==> config.mk <==
export PLATFORM = sky130hd
export DESIGN_NAME = mtc_split
export DESIGN_NICKNAME = d
export VERILOG_FILES = /design/src/rtl/mtc_pkg.sv /design/src/rtl/mtc_split.sv
export SDC_FILE = /design/constraint.sdc
export NUM_CORES = 1
export LEC_CHECK = 0
export ABC_AREA = 1
export CORE_UTILIZATION = 35
export DETAILED_ROUTE_END_ITERATION = 8
export DONT_BUFFER_PORTS = 1
export PLACE_DENSITY = 0.57
export SYNTH_ARGS = -nofsm -noshare
export SYNTH_HDL_FRONTEND = slang
export SYNTH_SLANG_ARGS = --single-unit
==> constraint.sdc <==
create_clock -name clk -period 16.9 [get_ports clk]
set_input_delay 5.07 -clock clk [delete_from_list [all_inputs] [get_ports clk]]
set_output_delay 5.07 -clock clk [all_outputs]
set_load 0.005 [all_outputs]
==> src/rtl/mtc_pkg.sv <==
package mtc_pkg;

  localparam int unsigned FN_W          = 31;
  localparam int unsigned FRAME_RATE_W  = 5;
  localparam int unsigned RATE_CODE_W   = 2;
  localparam int unsigned CFG_DATA_W    = 5;
  localparam int unsigned CFG_INDEX_W   = 1;
  localparam int unsigned SPLIT_STAGES  = 6;
  localparam int unsigned SPLIT_CNT_W   = 3;
  localparam int unsigned DEF_QUEUE_DEPTH = 4;

  localparam logic [FRAME_RATE_W-1:0] FRAME_RATE_RST = 5'd25;
  localparam logic [RATE_CODE_W-1:0]  RATE_CODE_RST  = 2'd1;

  // MIDI bytes
  localparam logic [7:0] QF_STATUS    = 8'hF1;
  localparam logic [7:0] SYSEX_START  = 8'hF0;
  localparam logic [7:0] UNIVERSAL_RT = 8'h7F;
  localparam logic [7:0] MTC_SUB_ID   = 8'h01;
  localparam logic [7:0] FULL_FRAME   = 8'h01;
  localparam logic [7:0] SYSEX_END    = 8'hF7;

  // floor(x / 60) = (x * M60) >> 37 for x < 2^32
  localparam logic [31:0] M60       = 32'h8888_8889;
  localparam int unsigned M60_SHIFT = 37;
  // floor(x / 3) = (x * M3) >> 20 for x < 2^18
  localparam logic [18:0] M3        = 19'h5_5556;
  localparam int unsigned M3_SHIFT  = 20;

  localparam logic [3:0] QF_LAST_IDX = 4'd15;
  localparam logic [3:0] FF_LAST_IDX = 4'd9;

  typedef enum logic {
    OP_QUARTER = 1'b0,
    OP_FULL    = 1'b1
  } op_t;

  typedef enum logic [CFG_INDEX_W-1:0] {
    CFG_FRAME_RATE = 1'b0,
    CFG_RATE_CODE  = 1'b1
  } cfg_index_t;

  typedef struct packed {
    op_t         op;
    logic [4:0]  ff;
    logic [30:0] quo;
  } div_res_t;

  typedef struct packed {
    op_t        op;
    logic [4:0] ff;
    logic [5:0] ss;
    logic [5:0] mm;
    logic [4:0] hh;
  } mtc_time_t;

endpackage

==> src/rtl/mtc_split.sv <==
module mtc_split import mtc_pkg::*; (
  input  logic                   clk,
  input  logic                   rst,
  input  logic                   in_valid,
  input  div_res_t               in_res,
  output logic                   out_valid,
  output mtc_time_t              out_time,
  output logic [SPLIT_CNT_W-1:0] cnt
);

  logic [SPLIT_STAGES-1:0] pv;

  // stage 1
  op_t         op1;
  logic [4:0]  ff1;
  logic [30:0] q1;
  logic [62:0] p1;
  // stage 2
  op_t         op2;
  logic [4:0]  ff2;
  logic [25:0] mt2;
  logic [5:0]  ss2;
  // stage 3
  op_t         op3;
  logic [4:0]  ff3;
  logic [5:0]  ss3;
  logic [25:0] mt3;
  logic [57:0] p2;
  // stage 4
  op_t         op4;
  logic [4:0]  ff4;
  logic [5:0]  ss4;
  logic [5:0]  mm4;
  logic [20:0] ht4;
  // stage 5
  op_t         op5;
  logic [4:0]  ff5;
  logic [5:0]  ss5;
  logic [5:0]  mm5;
  logic [20:0] ht5;
  logic [36:0] p3;

  logic [25:0] mt_c;
  logic [31:0] mt_x60;
  logic [20:0] ht_c;
  logic [26:0] ht_x60;
  logic [16:0] dq_c;
  logic [21:0] dq_x24;

  always_comb begin
    mt_c   = p1[M60_SHIFT +: 26];
    mt_x60 = {mt_c, 6'b0} - {4'b0, mt_c, 2'b0};
    ht_c   = p2[M60_SHIFT +: 21];
    ht_x60 = {ht_c, 6'b0} - {4'b0, ht_c, 2'b0};
    dq_c   = p3[M3_SHIFT +: 17];
    dq_x24 = {1'b0, dq_c, 4'b0} + {2'b0, dq_c, 3'b0};
  end

  always_ff @(posedge clk) begin
    if (rst) begin
      pv <= '0;
    end else begin
      pv <= {pv[SPLIT_STAGES-2:0], in_valid};
    end
  end

  always_ff @(posedge clk) begin
    op1 <= in_res.op;
    ff1 <= in_res.ff;
    q1  <= in_res.quo;
    p1  <= in_res.quo * M60;

    op2 <= op1;
    ff2 <= ff1;
    mt2 <= mt_c;
    ss2 <= q1[5:0] - mt_x60[5:0];

    op3 <= op2;
    ff3 <= ff2;
    ss3 <= ss2;
    mt3 <= mt2;
    p2  <= mt2 * M60;

    op4 <= op3;
    ff4 <= ff3;
    ss4 <= ss3;
    mm4 <= mt3[5:0] - ht_x60[5:0];
    ht4 <= ht_c;

    // hours mod 24: divide by 8, then by 3
    op5 <= op4;
    ff5 <= ff4;
    ss5 <= ss4;
    mm5 <= mm4;
    ht5 <= ht4;
    p3  <= ht4[20:3] * M3;

    out_time.op <= op5;
    out_time.ff <= ff5;
    out_time.ss <= ss5;
    out_time.mm <= mm5;
    out_time.hh <= ht5[4:0] - dq_x24[4:0];
  end

  assign out_valid = pv[SPLIT_STAGES-1];
  assign cnt       = SPLIT_CNT_W'($countones(pv));

endmodule

==> results of run 1 <==
-- cells by family (layout without fill, tap and decap cells) --
group | Yosys count | after routing | synth area share
buffers and inverters | 986 | 1026 | 0.138
XOR/XNOR | 18 | 18 | 0.00590
AO/OA/AOI/OAI | 202 | 202 | 0.0411
adder cells (fa/ha/maj) | 827 | 827 | 0.468
flip-flops | 208 | 208 | 0.156
AND/OR/NAND/NOR | 1239 | 1239 | 0.191
-- per-stage QoR --
step                      area, sq um  hold WS, ps
final                           28800          320
after detailed placement        27900          312
after global placement          27900          310
after global routing            28800          328
after CTS                       28800          322
after floorplan                 26700          310
-- routing by layer --
layer / global-route usage / up-vias / routed length (um)
li1: - / 10540 / -
met1: 0.242 / 9310 / 32300
met2: 0.313 / 362 / 31600
met3: 0.0165 / 96 / 2600
met4: 0.0632 / 0 / 2530
met5: 0 / - / 0
-- worst paths after layout --
check	cells after the start	slack (ps)	start	to
max reg2reg	18	11590	mt2[25]	p2[43]
min reg2reg	0	320	p2[47]	ht4[10]
max	21	7310	in_res[26]	p1[50]
min	0	320	p2[47]	ht4[10]
-- area by class of cell --
class / count / area share
Clock buffer: 26 / 0.0211
Clock inverter: 14 / 0.00821
Inverter: 986 / 0.129
Multi-Input combinational cell: 2286 / 0.655
Sequential cell: 208 / 0.145
Tap cell: 969 / 0.0421
-- worst max-delay path, delay by kind of cell --
kind	cells	cell delay, ps
buffers and inverters	5	430
AO/OA/AOI/OAI	1	100
AND/OR/NAND/NOR	7	830
adder cells (fa/ha/maj)	8	3610
-- flip-flops by register name, summed over array words and instances, names as in the netlist, 21 cells and up --
register / count
p1: 29
p2: 24
out_time: 23
ht4: 21
mt2: 26
-- cell usage in the layout (no fill, tap or decap), types with 2 or more instances in the layout --
cell / netlist / routed
sky130_fd_sc_hd__and3_1: 5 / 5
sky130_fd_sc_hd__nor4_1: 4 / 4
sky130_fd_sc_hd__inv_6: 0 / 2
sky130_fd_sc_hd__dfxtp_1: 208 / 208
sky130_fd_sc_hd__nor3_2: 11 / 11
sky130_fd_sc_hd__nor3_1: 22 / 22
sky130_fd_sc_hd__xor2_1: 6 / 6
sky130_fd_sc_hd__nand2_2: 7 / 7
sky130_fd_sc_hd__nor2_2: 15 / 15
sky130_fd_sc_hd__nand2_1: 833 / 833
sky130_fd_sc_hd__xnor2_1: 12 / 12
sky130_fd_sc_hd__nor2_1: 174 / 174
sky130_fd_sc_hd__and2_1: 3 / 3
sky130_fd_sc_hd__inv_1: 982 / 982
sky130_fd_sc_hd__o21ai_1: 3 / 3
sky130_fd_sc_hd__o21ai_0: 41 / 41
sky130_fd_sc_hd__ha_1: 538 / 538
sky130_fd_sc_hd__fa_1: 289 / 289
sky130_fd_sc_hd__o21bai_1: 25 / 25
sky130_fd_sc_hd__clkbuf_8: 0 / 2
sky130_fd_sc_hd__inv_8: 0 / 2
sky130_fd_sc_hd__nand3b_1: 4 / 4
sky130_fd_sc_hd__a21oi_1: 124 / 124
sky130_fd_sc_hd__clkinv_2: 0 / 2
sky130_fd_sc_hd__clkbuf_16: 0 / 23
sky130_fd_sc_hd__bufinv_16: 0 / 5
sky130_fd_sc_hd__inv_2: 4 / 4
sky130_fd_sc_hd__nand3_1: 122 / 122
sky130_fd_sc_hd__a21o_1: 4 / 4
sky130_fd_sc_hd__nand4_1: 37 / 37
==> flow_summary.rst, run 1 <==
.. list-table::
   :header-rows: 1

   * - Metric
     - Value
   * - Outcome
     - finished, final reports clean
   * - GRT Util Overall
     - 0.184
   * - Number of warnings reported in the yosys synthesis log
     - 0
   * - Sequential area share after synthesis
     - 0.156
   * - Die area
     - 0.0775 sq mm
   * - Hold buffer count at CTS
     - 0
   * - Hold Vio Cnt, Final
     - 0
   * - Worst slack, placed
     - 6720 ps
   * - DR DRC count
     - 0
   * - Core outline area
     - 0.0751 sq mm
   * - First-iteration detailed-routing DRC count
     - 1014
   * - Most used standard cell by instance count after synthesis
     - sky130_fd_sc_hd__inv_1
   * - Flops & latches, synth
     - 208
   * - Placement row count
     - 100
   * - Worst Setup Path Type
     - in -> reg
   * - Period Utilization, post-route
     - 0.568
   * - Most numerous cell types in the synthesized netlist
     - sky130_fd_sc_hd__inv_1, sky130_fd_sc_hd__nand2_1, sky130_fd_sc_hd__ha_1, sky130_fd_sc_hd__fa_1, sky130_fd_sc_hd__dfxtp_1
   * - Relative area change from synthesis to final layout
     - 7.69%
   * - Arrival time reported for the critical path endpoint
     - 10040 ps
   * - ANT nets after route
     - 0
   * - Fin util
     - 0.384
   * - Multi-input gate area
     - 0.0189 sq mm
   * - Highest attainable clock frequency
     - 104 MHz
   * - Detailed-placement wirelength estimate
     - 62700 um
   * - CTS clock-pin slew for the worst setup and hold paths
     - 70 ps
   * - Avg Inst Size Synth
     - 7.68 sq um
   * - Post-CTS setup buffers
     - 0
   * - Total wire length after detailed routing
     - 69100 um
   * - Count of final setup violators
     - 0
   * - Depth of the CTS H-tree
     - 1
   * - Cell type of the slowest stage on the worst timing path
     - sky130_fd_sc_hd__fa_1
   * - Final setup TNS
     - 0 ps
   * - Cell count after synthesis
     - 3480
   * - Share of layout cells above drive strength 1
     - 0.0219
   * - Area contributors post-synth
     - sky130_fd_sc_hd__ha_1, sky130_fd_sc_hd__fa_1, sky130_fd_sc_hd__dfxtp_1, sky130_fd_sc_hd__inv_1, sky130_fd_sc_hd__nand2_1
   * - Endpoint kind of the worst setup timing path
     - flop
   * - Final estimated routing congestion in global placement
     - 0.996
   * - Number of library cell types mapped by synthesis
     - 31
   * - Post-synth EDFFs
     - 0
   * - Vias per inst
     - 4.52
   * - Vertical die dimension
     - 278 um
   * - Non-filler instance count after layout
     - 4489
   * - Cell breakdown of the critical path
     - ha_1 -> fa_1 -> inv_1 -> fa_1 -> inv_1 -> fa_1 -> fa_1 -> inv_1 -> fa_1 -> inv_1 -> ha_1 -> ha_1 -> nand2_1 -> nor2_1 -> nand2_1 -> inv_1 -> nand2_1 -> nor3_2 -> o21ai_1 -> nand4_1 -> nand2_1
   * - Slew margin rel.
     - 0.646
   * - Combined area of all synthesized cells
     - 0.0267 sq mm
   * - Maximum number of pins on one net before global-route repair
     - 17
   * - Number of antenna violations at the first check in global routing
     - 1
   * - DR WL/cell
     - 15.4 um
   * - IO Port Bufs
     - 0
   * - Worst clock skew on the final layout
     - 27.5 ps
   * - Clk_lat worst skew
     - 560 ps
   * - Post-synth top area share
     - 0.252
   * - Startpoint types
     - primary input
   * - Final layout net count
     - 4372
   * - MaxCap Viol Count
     - 0
   * - RSZ-0062 raised after global routing
     - false
   * - Synth Flop Type
     - sky130_fd_sc_hd__dfxtp_1
   * - Fill cell count
     - 7943
   * - Fin crit period
     - 9590 ps
   * - Cell total after placement
     - 4449
   * - Slowest Stage Delay on Critical Path
     - 580 ps
   * - CTS tree
     - built
   * - Cell accounting for the most synthesized area
     - sky130_fd_sc_hd__ha_1
   * - Mapped Nets
     - 4347
   * - First-pass DRT Iterations
     - 7
   * - Data required time of the worst path
     - 17350 ps
   * - Total vias in the final route
     - 20308
   * - Sink count of the clock tree
     - 208
   * - Final global-route overflow total
     - 0
   * - Critical-path maximum fanout
     - 4
   * - Path category of the worst min-delay check
     - reg -> reg
   * - Seq. cell area
     - 0.00416 sq mm
   * - Number of buffers created by CTS
     - 23
   * - Effective utilization at floorplan
     - 0.356
   * - Fin. max-slew vios
     - 0
   * - Deepest clock path buffer count
     - 3
   * - Vias in the first global route
     - 21005
   * - ANT cells
     - 0
   * - CTS root buf
     - sky130_fd_sc_hd__clkbuf_16
   * - FFs w/ async S/R, synth
     - 0
   * - Width of the chip
     - 278 um
   * - Wire length of the first global-routing pass
     - 112000 um
   * - I/O pin count
     - 67
   * - Post-cts sizing count
     - 0
   * - Worst path setup slack after routing
     - 7310 ps
   * - Worst slew pin tran
     - 530 ps
Power of run 1 is not shown: default switching activity piles up to over one toggle a cycle in this logic, so the estimate is an artifact.
==> run 2, diff against run 1 <==
- PLACE_DENSITY: 0.57 -> 0.59
- clock period: 16.9 -> 8.5 ns (I/O delays scaled with it)
==> flow_summary.rst, run 2 (same netlist as run 1, synthesis figures left out) <==
.. list-table::
   :header-rows: 1

   * - Metric
     - Value
   * - Effective utilization at floorplan
     - 0.356
   * - Crit path buf inv count
     - 4
   * - Launch point of the worst reg-to-reg path
     - mt2[25]
   * - Hold buffer count at CTS
     - 0
   * - Most frequent cells in the layout
     - sky130_fd_sc_hd__inv_1, sky130_fd_sc_hd__nand2_1, sky130_fd_sc_hd__ha_1
   * - Max reg flops
     - 29
   * - Vias in the first global route
     - 21054
   * - IO Port Bufs
     - 0
   * - Placement row count
     - 100
   * - Fill cell count
     - 7892
   * - Maximum number of pins on one net before global-route repair
     - 15
   * - Cell type of the slowest stage on the worst timing path
     - sky130_fd_sc_hd__fa_1
   * - Non-Filler Cell Area, Final
     - 0.0288 sq mm
   * - End of the worst register-to-register path
     - p2[43]
   * - Family of cells with the greatest summed delay on the critical path
     - adder cells
   * - Width of the chip
     - 278 um
   * - DR WL/cell
     - 15.3 um
   * - Biggest register
     - p1
   * - Total vias in the final route
     - 20342
   * - Depth of the CTS H-tree
     - 1
   * - Slowest Stage Delay on Critical Path
     - 670 ps
   * - I/O pin count
     - 67
   * - Count of final setup violators
     - 0
   * - Sink count of the clock tree
     - 208
   * - ANT nets after route
     - 0
   * - Critical-path maximum fanout
     - 4
   * - Number of buffers created by CTS
     - 26
   * - Number of antenna violations at the first check in global routing
     - 1
   * - Endpoint kind of the worst setup timing path
     - flop
   * - Final global-route overflow total
     - 0
   * - ANT cells
     - 0
   * - Final estimated routing congestion in global placement
     - 0.965
   * - Final setup TNS
     - 0 ps
   * - Cell depth of the worst setup path
     - 21
   * - First-iteration detailed-routing DRC count
     - 1029
   * - Cell repeated most along the worst path
     - sky130_fd_sc_hd__nand2_1
   * - Period Utilization, post-route
     - 0.842
   * - Vertical die dimension
     - 278 um
   * - Startpoint types
     - primary input
   * - Detailed-placement wirelength estimate
     - 62100 um
   * - Commonest non-fill, non-tap cell in the layout
     - sky130_fd_sc_hd__inv_1
   * - GRT Util Overall
     - 0.183
   * - Path category of the worst min-delay check
     - reg -> reg
   * - CTS root buf
     - sky130_fd_sc_hd__clkbuf_16
   * - Deepest clock path buffer count
     - 3
   * - Vias per inst
     - 4.53
   * - Worst clock skew on the final layout
     - 43.3 ps
   * - Relative area change from synthesis to final layout
     - 7.67%
   * - Share of layout cells above drive strength 1
     - 0.0233
   * - CTS tree
     - built
   * - Worst Setup SP
     - in_res[8]
   * - RSZ-0062 raised after global routing
     - false
   * - Highest attainable clock frequency
     - 140 MHz
   * - Wire length of the first global-routing pass
     - 111000 um
   * - Post-CTS setup buffers
     - 0
   * - Clk_lat worst skew
     - 580 ps
   * - Slew margin rel.
     - 0.581
   * - Core outline area
     - 0.0751 sq mm
   * - Data required time of the worst path
     - 8970 ps
   * - Final layout net count
     - 4375
   * - Fin util
     - 0.383
   * - Endpoint of the worst setup timing path
     - p1[38]
   * - DR DRC count
     - 0
   * - Worst slew pin tran
     - 624 ps
   * - Post-cts sizing count
     - 0
   * - Hold Vio Cnt, Final
     - 0
   * - Worst Setup Path Type
     - in -> reg
   * - Arrival time reported for the critical path endpoint
     - 7630 ps
   * - Cell count of the worst reg-to-reg path
     - 18
   * - Fin crit period
     - 7160 ps
   * - Flop-to-flop setup slack
     - 3160 ps
   * - Placed standard-cell area
     - 0.0279 sq mm
   * - Outcome
     - finished, final reports clean
   * - Die area
     - 0.0775 sq mm
   * - Total wire length after detailed routing
     - 68600 um
   * - Cell breakdown of the critical path
     - ha_1 -> ha_1 -> inv_1 -> fa_1 -> inv_1 -> fa_1 -> inv_1 -> fa_1 -> inv_1 -> fa_1 -> ha_1 -> ha_1 -> nand2_1 -> nor2_1 -> nand2_1 -> nor2_1 -> nand2_1 -> nand3_1 -> nand2_1 -> nand2_1 -> xor2_1
   * - First-pass DRT Iterations
     - 5
   * - Final-layout worst hold slack
     - 321 ps
   * - Regs by FF count
     - p1: 29 flops, mt2: 26 flops, p2: 24 flops
   * - Fin. max-slew vios
     - 0
   * - CTS clock-pin slew for the worst setup and hold paths
     - 60 ps
   * - MaxCap Viol Count
     - 0
## run 2: changes by cell type in the layout (fill, tap and decap cells not counted), moves of 2 or more
cell                         delta
sky130_fd_sc_hd__clkinv_2       +4
sky130_fd_sc_hd__inv_6          +2
sky130_fd_sc_hd__clkinvlp_4     +2
sky130_fd_sc_hd__bufinv_16      -4
sky130_fd_sc_hd__clkbuf_16      +3
## run 2: cell type report
type | count | area [sq um] | share of cell area
multi-input combinational | 2286 | 18900 | 0.656
sequential | 208 | 4160 | 0.145
clock buffer | 29 | 672 | 0.0233
clock inverter | 17 | 168 | 0.00582
inverter | 986 | 3700 | 0.129
tap | 969 | 1210 | 0.0421
## run 2: stage by stage
stage,setup WS [ps],std cells
after global placement,748,4449
after global routing,1040,4495
after detailed placement,786,4449
after floorplan,1280,3480
final,1340,4495
after CTS,1370,4495
## run 2: worst min-delay path by stage
stage | start | end | slack [ps] | cells after the start
5_1_grt | ss4[3] | ss5[3] | 320 | 0
2_1_floorplan | ff1[0] | ff2[0] | 310 | 0
3_5_place_dp | ff2[3] | ff3[3] | 310 | 0
6_report | p1[49] | mt2[12] | 320 | 0
4_1_cts | p2[47] | ht4[10] | 320 | 0
3_3_place_gp | ff3[2] | ff4[2] | 310 | 0
## run 2: per-layer routing
layer,GRT usage,wire (um),part of all wire,vias up
met5,0,0,0,-
li1,-,-,-,10581
met2,0.314,31600,0.46,330
met3,0.0144,2340,0.034,90
met1,0.241,32300,0.47,9341
met4,0.0603,2360,0.034,0
## run 2: worst reg2reg max path: stages, from the launching register on
cell and delay [ps]:
sky130_fd_sc_hd__dfxtp_1 380, sky130_fd_sc_hd__ha_1 350, sky130_fd_sc_hd__inv_1 70, sky130_fd_sc_hd__fa_1 430
sky130_fd_sc_hd__fa_1 610, sky130_fd_sc_hd__inv_1 140, sky130_fd_sc_hd__fa_1 560, sky130_fd_sc_hd__fa_1 500
sky130_fd_sc_hd__inv_1 50, sky130_fd_sc_hd__fa_1 520, sky130_fd_sc_hd__inv_1 40, sky130_fd_sc_hd__ha_1 320
sky130_fd_sc_hd__nand2_1 100, sky130_fd_sc_hd__nor2_1 180, sky130_fd_sc_hd__nand2_1 120, sky130_fd_sc_hd__nor3_1 330
sky130_fd_sc_hd__nand4_1 250, sky130_fd_sc_hd__nand4_1 150, sky130_fd_sc_hd__nand2_1 80
Power of run 2 is left out for the same reason.
==> run 3, diff against run 2 <==
- ABC_AREA: 1 -> 0
- PLACE_DENSITY: 0.59 -> 0.57
- clock period: 8.5 -> 7.1 ns (I/O delays scaled with it)
==> flow_summary.rst, run 3 <==
.. list-table::
   :header-rows: 1

   * - Metric
     - Value
   * - Outcome
     - finished with violations
   * - Violations in the final reports
     - negative setup slack
   * - Post-synth top area share
     - 0.305
   * - Vertical die dimension
     - 253 um
   * - Hold path depth
     - 0
   * - Width of the chip
     - 253 um
   * - Post-synth EDFFs
     - 0
   * - Deepest clock path buffer count
     - 3
   * - Most numerous cell types in the synthesized netlist
     - sky130_fd_sc_hd__inv_1, sky130_fd_sc_hd__ha_1, sky130_fd_sc_hd__fa_1, sky130_fd_sc_hd__dfxtp_1, sky130_fd_sc_hd__a21oi_1
   * - Slew margin rel.
     - 0.464
   * - Period Utilization, post-route
     - 1.00
   * - DR WL/cell
     - 14.7 um
   * - Depth of the CTS H-tree
     - 1
   * - Area contributors post-synth
     - sky130_fd_sc_hd__ha_1, sky130_fd_sc_hd__fa_1, sky130_fd_sc_hd__dfxtp_1, sky130_fd_sc_hd__inv_1, sky130_fd_sc_hd__a21oi_1
   * - Data required time of the worst path
     - 7520 ps
   * - Avg Inst Size Synth
     - 10.4 sq um
   * - ANT cells
     - 0
   * - Highest attainable clock frequency
     - 140 MHz
   * - Wire length of the first global-routing pass
     - 78100 um
   * - IO Port Bufs
     - 0
   * - CTS tree
     - built
   * - Detailed-placement wirelength estimate
     - 40900 um
   * - Cell count after synthesis
     - 2125
   * - GRT Util Overall
     - 0.151
   * - Number of warnings reported in the yosys synthesis log
     - 0
   * - Share of layout cells above drive strength 1
     - 0.123
   * - Final global-route overflow total
     - 0
   * - Number of library cell types mapped by synthesis
     - 63
   * - Worst slack, placed
     - -651 ps
   * - Fin crit period
     - 7120 ps
   * - Worst clock skew on the final layout
     - 29.7 ps
   * - Mapped Nets
     - 2992
   * - Fin. max-slew vios
     - 0
   * - Max reg flops
     - 29
   * - Cell count of the worst reg-to-reg path
     - 22
   * - Commonest non-fill, non-tap cell in the layout
     - sky130_fd_sc_hd__inv_1
   * - FFs w/ async S/R, synth
     - 0
   * - Vias in the first global route
     - 15798
   * - Arrival time reported for the critical path endpoint
     - 7540 ps
   * - Cell accounting for the most synthesized area
     - sky130_fd_sc_hd__ha_1
   * - Effective utilization at floorplan
     - 0.356
   * - Number of antenna violations at the first check in global routing
     - 0
   * - Seq. cell area
     - 0.00416 sq mm
   * - Number of buffers created by CTS
     - 23
   * - First-pass DRT Iterations
     - 4
   * - Most frequent cells in the layout
     - sky130_fd_sc_hd__inv_1, sky130_fd_sc_hd__ha_1, sky130_fd_sc_hd__fa_1
   * - Worst path setup slack after routing
     - -18.8 ps
   * - Biggest register
     - p1
   * - Multi-input gate area
     - 0.0162 sq mm
   * - Hold Vio Cnt, Final
     - 0
   * - RSZ-0062 raised after global routing
     - true
   * - Sink count of the clock tree
     - 208
   * - I/O pin count
     - 67
   * - Worst Setup Path Type
     - in -> reg
   * - Die area
     - 0.0640 sq mm
   * - Placement row count
     - 91
   * - Clk_lat worst skew
     - 550 ps
   * - Relative area change from synthesis to final layout
     - 16.1%
   * - Final layout net count
     - 3156
   * - Combined area of all synthesized cells
     - 0.0220 sq mm
   * - Final setup TNS
     - -18.8 ps
   * - Count of final setup violators
     - 1
   * - Regs by FF count
     - p1: 29 flops, mt2: 26 flops, p2: 24 flops
   * - Synth Flop Type
     - sky130_fd_sc_hd__dfxtp_1
   * - DR DRC count
     - 0
   * - MaxCap Viol Count
     - 0
   * - Final estimated routing congestion in global placement
     - 0.875
   * - CTS clock-pin slew for the worst setup and hold paths
     - 70 ps
   * - CTS root buf
     - sky130_fd_sc_hd__clkbuf_16
   * - Fill cell count
     - 6025
   * - Worst slew pin tran
     - 784 ps
   * - Most used standard cell by instance count after synthesis
     - sky130_fd_sc_hd__inv_1
   * - Flops & latches, synth
     - 208
   * - Critical-path maximum fanout
     - 3
   * - Path category of the worst min-delay check
     - reg -> reg
   * - Startpoint types
     - primary input
   * - Hold buffer count at CTS
     - 0
   * - ANT nets after route
     - 0
   * - Total wire length after detailed routing
     - 46000 um
   * - Total vias in the final route
     - 14124
   * - Maximum number of pins on one net before global-route repair
     - 15
   * - Sequential area share after synthesis
     - 0.189
   * - Core outline area
     - 0.0619 sq mm
   * - Endpoint kind of the worst setup timing path
     - flop
   * - Vias per inst
     - 4.50
   * - First-iteration detailed-routing DRC count
     - 468
[run 3: cell count changes after synthesis, moves of 15 or more]
| cell | delta |
|---|---|
| sky130_fd_sc_hd__inv_1 | -378 |
| sky130_fd_sc_hd__a21oi_1 | -37 |
| sky130_fd_sc_hd__xor2_1 | +15 |
| sky130_fd_sc_hd__a21o_1 | +27 |
| sky130_fd_sc_hd__nor2_1 | -136 |
| sky130_fd_sc_hd__nand2_1 | -790 |
| sky130_fd_sc_hd__nor2_2 | -15 |
| sky130_fd_sc_hd__nand4_1 | -23 |
| sky130_fd_sc_hd__xnor2_1 | +35 |
| sky130_fd_sc_hd__nand3_1 | -106 |
| sky130_fd_sc_hd__o21bai_1 | -16 |
[run 3: per-layer routing]
| layer | track usage | routed length [um] | share of wire | up-vias |
|---|---|---|---|---|
| met2 | 0.273 | 23000 | 0.50 | 156 |
| met1 | 0.193 | 21100 | 0.46 | 6814 |
| met4 | 0.0383 | 907 | 0.020 | 0 |
| li1 | - | - | - | 7098 |
| met5 | 0 | 0 | 0 | - |
| met3 | 0.0133 | 997 | 0.022 | 56 |
[run 3: area by class of cell]
cell class                 count  share of cell area
multi-input combinational   1312               0.633
sequential                   208               0.163
inverter                     604              0.0886
timing repair buffer         140              0.0434
tap                          837              0.0409
clock buffer                  30              0.0251
clock inverter                11             0.00616
[run 3: final timing paths]
kind / start / end / slack (ps)
setup reg to reg: mt2[25] / p2[56] / 620
hold reg to reg: ff1[0] / ff2[0] / 310
setup / recovery: in_res[30] / p1[62] / -20
hold / removal: ff1[0] / ff2[0] / 310
[run 3: per-stage QoR]
step / cells / area [sq um] / hold WS [ps] / util
after CTS: 3140 / 25400 / 303 / 0.409
after global routing: 3142 / 25600 / 312 / 0.413
final: 3142 / 25600 / 307 / 0.413
after detailed placement: 3098 / 24500 / 312 / 0.395
after floorplan: 2125 / 22400 / 310 / -
after global placement: 3098 / 24500 / 310 / 0.395
[run 3: cell families after synthesis]
kind of cell / share of synthesized area
xor gates and xnor gates: 0.0270
and+or+nand+nor: 0.0392
DFF: 0.189
adders and majority gates: 0.568
buffers and inverters: 0.103
AOI/OAI and AO/OA: 0.0740
[run 3: critical path, cell delays in order]
cell and delay, ps:
sky130_fd_sc_hd__ha_4 140, sky130_fd_sc_hd__fa_1 520, sky130_fd_sc_hd__inv_2 50, sky130_fd_sc_hd__fa_1 580
sky130_fd_sc_hd__inv_2 60, sky130_fd_sc_hd__fa_2 600, sky130_fd_sc_hd__fa_2 450, sky130_fd_sc_hd__fa_1 560
sky130_fd_sc_hd__ha_4 230, sky130_fd_sc_hd__ha_4 270, sky130_fd_sc_hd__and4_4 220, sky130_fd_sc_hd__and3_4 190
sky130_fd_sc_hd__a211oi_2 40, sky130_fd_sc_hd__a21oi_2 150, sky130_fd_sc_hd__o21ai_4 110, sky130_fd_sc_hd__a2111oi_4 280
sky130_fd_sc_hd__buf_4 180, sky130_fd_sc_hd__a41oi_4 150, sky130_fd_sc_hd__o41ai_4 390, sky130_fd_sc_hd__a21oi_2 110
sky130_fd_sc_hd__xnor2_1 130
[run 3: timing repair]
| item | CTS | global route |
|---|---|---|
| endpoints found under the setup margin | 7 | 17 |
| gates resized for setup | 15 | 54 |
| pin swaps | 9 | 47 |
| setup buffers | 1 | 4 |
Power of run 3 is left out for the same reason.
